[src/rtl/rdtfp_pkg.sv]
// ----------------------------------------------------------------------------
// rdtfp_pkg
// Types and constants for the feedback packet parser.
// ----------------------------------------------------------------------------
`default_nettype none

package rdtfp_pkg;

  localparam int unsigned POS_W = 9;

  localparam logic [POS_W-1:0] POS_MAX    = 9'd511;
  localparam logic [POS_W-1:0] MARKER_POS = 9'd9;
  localparam logic [POS_W-1:0] TYPE_POS   = 9'd62;
  localparam logic [POS_W-1:0] FIELD1_POS = 9'd63;
  localparam logic [POS_W-1:0] FIELD2_POS = 9'd64;
  localparam logic [POS_W-1:0] FIELD3_POS = 9'd65;

  localparam logic [7:0] MARKER_RESET = 8'h19;

  localparam logic [7:0] MSG_META = 8'd0;
  localparam logic [7:0] MSG_ACK  = 8'd2;
  localparam logic [7:0] MSG_NACK = 8'd3;

  localparam int unsigned FIFO_DEPTH_DEF = 4;

  typedef enum logic [2:0] {
    KIND_META = 3'd0,
    KIND_ACK  = 3'd1,
    KIND_NACK = 3'd2,
    KIND_DROP = 3'd3,
    KIND_PASS = 3'd4
  } kind_t;

  typedef struct packed {
    kind_t      kind;
    logic [7:0] index_value;
    logic [7:0] fsize;
    logic [7:0] data_size;
    logic [7:0] ack_mode;
    logic [7:0] packets;
    logic       last;
  } rec_t;

  typedef struct packed {
    logic [1:0] num;
    rec_t       rec0;
    rec_t       rec1;
  } push_t;

endpackage

`default_nettype wire

[src/rtl/rdt_feedback_packet_parser.sv]
// ----------------------------------------------------------------------------
// rdt_feedback_packet_parser
// Streaming parser for sender feedback packets, one byte per item.
// ----------------------------------------------------------------------------
//  channel  handshake            payload
//  in_      in_valid / in_stall  in_packet_byte, in_end_of_packet
//  out_     out_valid/out_stall  record fields, out_last_of_run
//  cfg_     cfg_valid/cfg_ready  cfg_data (protocol marker)
//
//  One byte is accepted per cycle while in_stall is low; its records enter the
//  result queue at the same edge and show on out_ from the next cycle if the queue held no records before.
//  A byte yields up to two records; the queue drains one per cycle while out_stall is low.
//  in_stall rises when the queue has room for fewer than two records.
//  Synchronous active-low reset; marker resets to 0x19.
// ----------------------------------------------------------------------------
`default_nettype none

module rdt_feedback_packet_parser #(
  parameter int unsigned FIFO_DEPTH = rdtfp_pkg::FIFO_DEPTH_DEF
) (
  input  wire logic       clk,
  input  wire logic       rst_n,
  input  wire logic       in_valid,
  output logic            in_stall,
  input  wire logic [7:0] in_packet_byte,
  input  wire logic       in_end_of_packet,
  output logic            out_valid,
  input  wire logic       out_stall,
  output logic [2:0]      out_record_kind,
  output logic [7:0]      out_index_value,
  output logic [7:0]      out_file_size_seen,
  output logic [7:0]      out_data_size_seen,
  output logic [7:0]      out_ack_mode_seen,
  output logic [7:0]      out_packets_counted,
  output logic            out_last_of_run,
  input  wire logic       cfg_valid,
  output logic            cfg_ready,
  input  wire logic [7:0] cfg_data
);
  import rdtfp_pkg::*;

  logic [7:0] marker_r;
  logic       accept;
  push_t      push;
  rec_t       head;

  assign cfg_ready = 1'b1;
  assign accept    = in_valid && !in_stall;

  always_ff @(posedge clk) begin
    if (!rst_n) begin
      marker_r <= MARKER_RESET;
    end else if (cfg_valid && cfg_ready) begin
      marker_r <= cfg_data;
    end
  end

  rdtfp_parser u_parser (
    .clk      (clk),
    .rst_n    (rst_n),
    .accept   (accept),
    .pkt_byte (in_packet_byte),
    .eop      (in_end_of_packet),
    .marker   (marker_r),
    .push     (push)
  );

  rdtfp_rec_fifo #(
    .DEPTH (FIFO_DEPTH)
  ) u_fifo (
    .clk        (clk),
    .rst_n      (rst_n),
    .push       (push),
    .full       (in_stall),
    .head       (head),
    .head_valid (out_valid),
    .head_stall (out_stall)
  );

  assign out_record_kind     = head.kind;
  assign out_index_value     = head.index_value;
  assign out_file_size_seen  = head.fsize;
  assign out_data_size_seen  = head.data_size;
  assign out_ack_mode_seen   = head.ack_mode;
  assign out_packets_counted = head.packets;
  assign out_last_of_run     = head.last;

endmodule

`default_nettype wire

[src/rtl/rdtfp_parser.sv]
// ----------------------------------------------------------------------------
// rdtfp_parser
// Per-byte parse state and record generation for one accepted item.
// ----------------------------------------------------------------------------
`default_nettype none

module rdtfp_parser (
  input  wire logic           clk,
  input  wire logic           rst_n,
  input  wire logic           accept,
  input  wire logic [7:0]     pkt_byte,
  input  wire logic           eop,
  input  wire logic [7:0]     marker,
  output rdtfp_pkg::push_t    push
);
  import rdtfp_pkg::*;

  logic [POS_W-1:0] pos_r, pos_nxt;
  logic             mm_r, mm_nxt;
  logic [7:0]       type_r, type_nxt;
  logic [7:0]       list_r, list_nxt;
  logic [7:0]       fs_r, fs_nxt;
  logic [7:0]       ds_r, ds_nxt;
  logic [7:0]       am_r, am_nxt;
  logic [7:0]       cnt_r, cnt_nxt;

  logic       mm_cur, at_type, past_type;
  logic [7:0] type_cur, list_cur, fs_cur, ds_cur;
  logic       is_meta, is_ack, is_nack;
  logic       meta_hit, ack_hit, nack_hit, data_hit;
  logic       drop, inc;
  rec_t       data_rec, verd_rec;

  always_comb begin
    mm_cur    = (pos_r == MARKER_POS) ? (pkt_byte == marker) : mm_r;
    at_type   = mm_cur && (pos_r == TYPE_POS);
    past_type = mm_cur && (pos_r > TYPE_POS);
    type_cur  = at_type ? pkt_byte : type_r;
    is_meta   = (type_cur == MSG_META);
    is_ack    = (type_cur == MSG_ACK);
    is_nack   = (type_cur == MSG_NACK);

    list_cur = (past_type && is_ack && (pos_r == FIELD1_POS)) ? pkt_byte : list_r;
    fs_cur   = (past_type && is_meta && (pos_r == FIELD1_POS)) ? pkt_byte : fs_r;
    ds_cur   = (past_type && is_meta && (pos_r == FIELD2_POS)) ? pkt_byte : ds_r;

    meta_hit = past_type && is_meta && (pos_r == FIELD3_POS);
    ack_hit  = past_type && is_ack && (pos_r >= FIELD2_POS) &&
               ({1'b0, pos_r} < ({1'b0, FIELD2_POS} + {2'b00, list_r}));
    nack_hit = past_type && is_nack && (pos_r == FIELD1_POS);
    data_hit = meta_hit || ack_hit || nack_hit;

    drop = 1'b0;
    if (mm_cur && (pos_r >= TYPE_POS)) begin
      priority if (is_meta) begin
        drop = (pos_r >= FIELD3_POS);
      end else if (is_ack) begin
        drop = ({1'b0, pos_r} >= ({1'b0, FIELD1_POS} + {2'b00, list_cur}));
      end else if (is_nack) begin
        drop = (pos_r >= FIELD1_POS);
      end else begin
        drop = 1'b1;
      end
    end

    inc     = accept && ((at_type && (pkt_byte == MSG_META)) || (eop && drop && !is_meta));
    cnt_nxt = cnt_r + {7'd0, inc};

    data_rec.kind        = meta_hit ? KIND_META : (ack_hit ? KIND_ACK : KIND_NACK);
    data_rec.index_value = meta_hit ? 8'd0 : pkt_byte;
    data_rec.fsize       = meta_hit ? fs_r : 8'd0;
    data_rec.data_size   = meta_hit ? ds_r : 8'd0;
    data_rec.ack_mode    = meta_hit ? pkt_byte : 8'd0;
    data_rec.packets     = 8'd0;
    data_rec.last        = !eop;

    verd_rec.kind        = drop ? KIND_DROP : KIND_PASS;
    verd_rec.index_value = 8'd0;
    verd_rec.fsize       = 8'd0;
    verd_rec.data_size   = 8'd0;
    verd_rec.ack_mode    = 8'd0;
    verd_rec.packets     = cnt_nxt;
    verd_rec.last        = 1'b1;

    push.num  = accept ? ({1'b0, data_hit} + {1'b0, eop}) : 2'd0;
    push.rec0 = data_hit ? data_rec : verd_rec;
    push.rec1 = verd_rec;

    pos_nxt  = pos_r;
    mm_nxt   = mm_r;
    type_nxt = type_r;
    list_nxt = list_r;
    fs_nxt   = fs_r;
    ds_nxt   = ds_r;
    am_nxt   = am_r;
    if (accept) begin
      fs_nxt = fs_cur;
      ds_nxt = ds_cur;
      am_nxt = meta_hit ? pkt_byte : am_r;
      if (eop) begin
        pos_nxt  = '0;
        mm_nxt   = 1'b0;
        type_nxt = 8'd0;
        list_nxt = 8'd0;
      end else begin
        pos_nxt  = (pos_r < POS_MAX) ? pos_r + 9'd1 : POS_MAX;
        mm_nxt   = mm_cur;
        type_nxt = type_cur;
        list_nxt = list_cur;
      end
    end
  end

  always_ff @(posedge clk) begin
    if (!rst_n) begin
      pos_r  <= '0;
      mm_r   <= 1'b0;
      type_r <= 8'd0;
      list_r <= 8'd0;
      fs_r   <= 8'd0;
      ds_r   <= 8'd0;
      am_r   <= 8'd0;
      cnt_r  <= 8'd0;
    end else begin
      pos_r  <= pos_nxt;
      mm_r   <= mm_nxt;
      type_r <= type_nxt;
      list_r <= list_nxt;
      fs_r   <= fs_nxt;
      ds_r   <= ds_nxt;
      am_r   <= am_nxt;
      cnt_r  <= cnt_nxt;
    end
  end

endmodule

`default_nettype wire

[src/rtl/rdtfp_rec_fifo.sv]
// ----------------------------------------------------------------------------
// rdtfp_rec_fifo
// Result queue: takes up to two records per cycle, hands out one while head_stall is low.
// ----------------------------------------------------------------------------
`default_nettype none

module rdtfp_rec_fifo #(
  parameter int unsigned DEPTH = rdtfp_pkg::FIFO_DEPTH_DEF
) (
  input  wire logic             clk,
  input  wire logic             rst_n,
  input  wire rdtfp_pkg::push_t push,
  output logic                  full,
  output rdtfp_pkg::rec_t       head,
  output logic                  head_valid,
  input  wire logic             head_stall
);
  import rdtfp_pkg::*;

  localparam int unsigned PTR_W = (DEPTH > 1) ? $clog2(DEPTH) : 1;
  localparam int unsigned CNT_W = $clog2(DEPTH + 1);

  localparam logic [PTR_W-1:0] PTR_LAST = PTR_W'(DEPTH - 1);
  localparam logic [CNT_W-1:0] CNT_ROOM = CNT_W'(DEPTH - 2);

  function automatic logic [PTR_W-1:0] ptr_inc(input logic [PTR_W-1:0] ptr);
    ptr_inc = (ptr == PTR_LAST) ? '0 : ptr + PTR_W'(1);
  endfunction

  rec_t mem_r [DEPTH];

  logic [PTR_W-1:0] wr_ptr_r, wr_ptr_nxt, rd_ptr_r, rd_ptr_nxt, wr_ptr_2;
  logic [CNT_W-1:0] count_r, count_nxt;
  logic             pop;

  always_comb begin
    pop        = head_valid && !head_stall;
    wr_ptr_2   = ptr_inc(wr_ptr_r);
    wr_ptr_nxt = (push.num == 2'd2) ? ptr_inc(wr_ptr_2) :
                 (push.num == 2'd1) ? wr_ptr_2 : wr_ptr_r;
    rd_ptr_nxt = pop ? ptr_inc(rd_ptr_r) : rd_ptr_r;
    count_nxt  = count_r + CNT_W'(push.num) - CNT_W'(pop);
  end

  assign full       = (count_r > CNT_ROOM);
  assign head_valid = (count_r != '0);
  assign head       = mem_r[rd_ptr_r];

  always_ff @(posedge clk) begin
    if (push.num != 2'd0) begin
      mem_r[wr_ptr_r] <= push.rec0;
    end
    if (push.num == 2'd2) begin
      mem_r[wr_ptr_2] <= push.rec1;
    end
  end

  always_ff @(posedge clk) begin
    if (!rst_n) begin
      wr_ptr_r <= '0;
      rd_ptr_r <= '0;
      count_r  <= '0;
    end else begin
      wr_ptr_r <= wr_ptr_nxt;
      rd_ptr_r <= rd_ptr_nxt;
      count_r  <= count_nxt;
    end
  end

  a_count_bound: assert property (@(posedge clk) disable iff (!rst_n)
    count_r <= CNT_W'(DEPTH))
    else $error("record queue count out of range");

  a_no_overflow: assert property (@(posedge clk) disable iff (!rst_n)
    (push.num != 2'd0) |-> (({1'b0, count_r} + (CNT_W + 1)'(push.num)) <= (CNT_W + 1)'(DEPTH)))
    else $error("record queue overflow");

  a_pair_order: assert property (@(posedge clk) disable iff (!rst_n)
    (push.num == 2'd2) |-> (push.rec1.last && !push.rec0.last))
    else $error("record pair out of order");

  a_drain: assert property (@(posedge clk) disable iff (!rst_n)
    (count_r == CNT_W'(1) && pop && push.num == 2'd0) |=> !head_valid)
    else $error("record queue failed to drain");

endmodule

`default_nettype wire
[config.mk]
export PLATFORM = sky130hd
export DESIGN_NAME = rdt_feedback_packet_parser
export DESIGN_NICKNAME = d
export VERILOG_FILES = /design/src/rtl/rdtfp_pkg.sv /design/src/rtl/rdt_feedback_packet_parser.sv /design/src/rtl/rdtfp_parser.sv /design/src/rtl/rdtfp_rec_fifo.sv
export SDC_FILE = /design/constraint.sdc
export NUM_CORES = 1
export LEC_CHECK = 0
export BUFFER_PORTS_ARGS = -buffer_cell sky130_fd_sc_hd__buf_4
export CORE_AREA = 2 2 159 161
export CTS_BUF_LIST = sky130_fd_sc_hd__clkbuf_16
export CTS_CLUSTER_SIZE = 20
export DETAILED_ROUTE_END_ITERATION = 8
export DIE_AREA = 0 0 161 163
export PLACE_DENSITY = 0.67
export SLEW_MARGIN = 20
export SYNTH_ARGS = -nofsm -noshare
export SYNTH_HDL_FRONTEND = slang
export SYNTH_SLANG_ARGS = --single-unit
[constraint.sdc]
create_clock -name clk -period 6.9 [get_ports clk]
set_input_delay 1.38 -clock clk [delete_from_list [all_inputs] [get_ports clk]]
set_output_delay 1.38 -clock clk [all_outputs]
set_load 0.05 [all_outputs]
==> summary.md <==
| Metric | Value |
|---|---|
| Synthesis-to-finish area growth | 15.7% |
| Most common cell after layout, fill and taps aside | dfxtp_1 |
| Status | finished, final reports clean |
| Most repeated library cell on the critical path | ha_1 |
| R2R cell count | 26 |
| Req. time, crit path | 7.15 ns |
| Post-CTS setup buffers | 0 |
| Post-synthesis instance total | roughly 960 |
| Worst R2R Start | u_parser.pos_r[0]$_SDFFE_PN0P_ |
| First-pass GRT wire length | 42.7 mm |
| Routed length on met2 | between 10 and 15 mm |
| Fin Clk Skew | 0.0225 ns |
| Overall power | about 3400 uW |
| Largest net degree at the start of global routing | 67 |
| Kind of critical path | input port to flip-flop |
| WL/cell | between 15 and 20 um |
| Clk slew on worst S/H paths | 0.06 ns |
| Diode count | 0 |
| Routed length on met3 | 1.48 mm |
| Worst reg-to-reg setup slack | 0.78 ns |
| Detailed-routing iteration count for the pre-antenna-repair pass | 6 |
| Mapped Area | 10900 um2 |
| Detail Route Antenna Nets | 0 |
| Fin crit period | about 6.4 ns |
| Vias in the first global route | 7868 |
| Resize count post-CTS | 0 |
| Final period util | slightly above 90% |
| Post-synth cell types | 62 |
| GRT Overall Usage | around a fifth |
| Post-synthesis sequential area ratio | 48.6% |
| Worst stage delay on the critical path | 0.55 ns |
| Final Routed Wirelength | 26.9 mm |
| Worst EP arrival | 6.70 ns |
| Yosys reg bits | 243 |
| Hold Path Class | flip-flop to flip-flop |
| Hold Worst Slack | around 0.47 ns |
| Top sig layer | met4 |
| CTS max path bufs | 3 |
| # H-tree levels | 1 |
| Hold path endpoint | u_fifo.mem_r[1][14]$_SDFFE_PP0P_ |
| Die Span Y | 163 um |
| Post-synth EDFFs | 44 |
| RD Place Congestion | approximately 0.86 |
| Residual DRC | 0 |
| Critical Path Source Type | input port |
| Die area | between 20000 and 30000 um2 |
| Initial antenna violation count | 0 |
| Initial Util | 44.3% |
| Total global routing overflow | 0 |
| Fmax | 0.155 GHz |
| CTS tree | yes |
| Syn Nets | 1023 |
| Initial DRC Count | 581 |
| Hold Path Stages | 1 |
| Root buffer cell | clkbuf_16 |
| Ratio of cells with drive above 1 in the final layout | approximately a fifth |
| Final Hold Violating Endpoints | 0 |
| Relative max-transition margin | 30.3% |
| RSZ-0062 raised after global routing | false |
| Buf+Inv Stages, Crit Path | 2 |
| Max Slew Vio Count | 0 |
| I/O pin cnt | 69 |
| I/O Buffers | 67 |
| Die Span X | 161 um |
| YS warnings | 0 |
| CP max FO | 5 |
| M1 wire length | 12.0 mm |
| Final setup viols | 0 |
| Synth Area per Inst | 11.3 um2 |
| PwrDens | about 270 nW/um2 |
| Num CTS Buffers | 26 |
| LEAKAGE | between 0.004 and 0.005 uW |
| Synth async-reset ratio | 0% |
| Via count | 7925 |
| Vias/cell | 5.81 |
| Slowest CP cell | or4_4 |
| Hold-fix buffers, CTS | 0 |
| NumNets Final | 1080 |
| Hold Crit Start | u_fifo.mem_r[1][14]$_SDFFE_PP0P_ |
| Slew @ Worst Pin | 1.04 ns |
| Prevailing post-synth register cell | dfxtp_1 |
| Cell family with most CP delay | simple AND/OR/NAND/NOR gates |
| RR Endpoint | u_fifo.mem_r[3][7]$_DFFE_PP_ |
| Clock Latency Late Sink | 0.54 ns |
| HPWL after DPL | 16.8 mm |
| # clock sinks | 243 |
| Maximum VDD drop | 0.000214 V |
| CP Capture Type | flip-flop |
| Max-cap violations | 0 |
| Core area | 24700 um2 |
| Commonest cells after routing, fill and taps aside | dfxtp_1, a22o_1, buf_4, nor2b_1, nor2_1 |
| Row cnt | 58 |
==> power breakdown <==
group | internal, uW | leakage, uW | total [uW] | switching, uW
logic | 191 | 0.00242 | 529 | 338
clock network | 812 | 0.000435 | 1370 | 558
registers | 1480 | 0.00200 | 1510 | 27.8
total | 2490 | 0.00485 | 3410 | 924
==> worst max path at each step <==
stage               depth (start not counted)                           end  slack, ns               from
floorplan                                  28  u_fifo.mem_r[1][7]$_DFFE_PP_        0.1  in_packet_byte[3]
global placement                           26  u_fifo.mem_r[1][7]$_DFFE_PP_       0.10  in_packet_byte[2]
detailed placement                         26  u_fifo.mem_r[3][7]$_DFFE_PP_      -0.08  in_packet_byte[2]
CTS                                        26  u_fifo.mem_r[3][7]$_DFFE_PP_       0.48  in_packet_byte[2]
global route                               26  u_fifo.mem_r[2][7]$_DFFE_PP_       0.05  in_packet_byte[2]
finish                                     26  u_fifo.mem_r[3][7]$_DFFE_PP_       0.46  in_packet_byte[2]
==> per-layer routing <==
metal | vias to the layer above | global-route usage [%]
li1 | 3727 | -
met1 | 3935 | 27.1
met2 | 221 | 34.5
met3 | 42 | 2.98
met4 | 0 | 5.19
met5 | - | 0
==> stage by stage <==
stage	worst slack (ns)	instances	util [%]	TNS, ns	cell area [um2]
floorplan	0.0972	963	-	0	10900
global placement	0.101	1322	47.9	0	11800
detailed placement	-0.0785	1322	47.9	-0.269	11800
CTS	0.480	1365	51.2	0	12600
global route	0.0527	1365	51.2	0	12600
finish	0.456	1365	51.2	0	12600
==> cell type report <==
class,instances,area [um2]
clock inverters,16,154
clock buffers,27,676
multi-input cells,631,5300
flip-flops and latches,243,5310
well taps,330,413
fillers,2231,12000
inverters,24,90.1
repair buffers,94,706
==> Yosys cell counts, drive strengths merged, types with 17 or more instances <==
| master | number | area, um2 |
|---|---|---|
| a21oi | 22 | 110 |
| a22o | 128 | 1120 |
| clkbuf | 53 | 199 |
| dfxtp | 199 | 3980 |
| edfxtp | 44 | 1320 |
| ha | 37 | 463 |
| inv | 24 | 90.1 |
| mux2i | 32 | 320 |
| mux4 | 44 | 991 |
| nand2 | 43 | 161 |
| nor2 | 58 | 218 |
| nor2b | 62 | 388 |
| o21ai | 27 | 135 |
| xor2 | 17 | 149 |
==> flip-flops by register name, indices dropped and copies added (netlist names), 2 cells and up, named ones only <==
| signal | cells |
|---|---|
| marker_r | 8 |
| u_parser.ds_r | 8 |
| u_parser.pos_r | 9 |
| u_fifo.count_r | 3 |
| u_parser.type_r | 8 |
| u_parser.list_r | 8 |
| u_fifo.mem_r | 176 |
| u_parser.cnt_r | 8 |
| u_parser.fs_r | 8 |
| u_fifo.rd_ptr_r | 2 |
| u_fifo.wr_ptr_r | 2 |
==> kinds of logic after synthesis <==
logic type	share of synthesized area [%]
compound gates	17.4
xor+xnor	2.08
fa+ha+maj	4.42
buf+inv	3.24
flops	48.6
mux	12.1
other cells	0.0343
simple gates	12.1
Note: power is estimated with default switching activity, not from simulation.
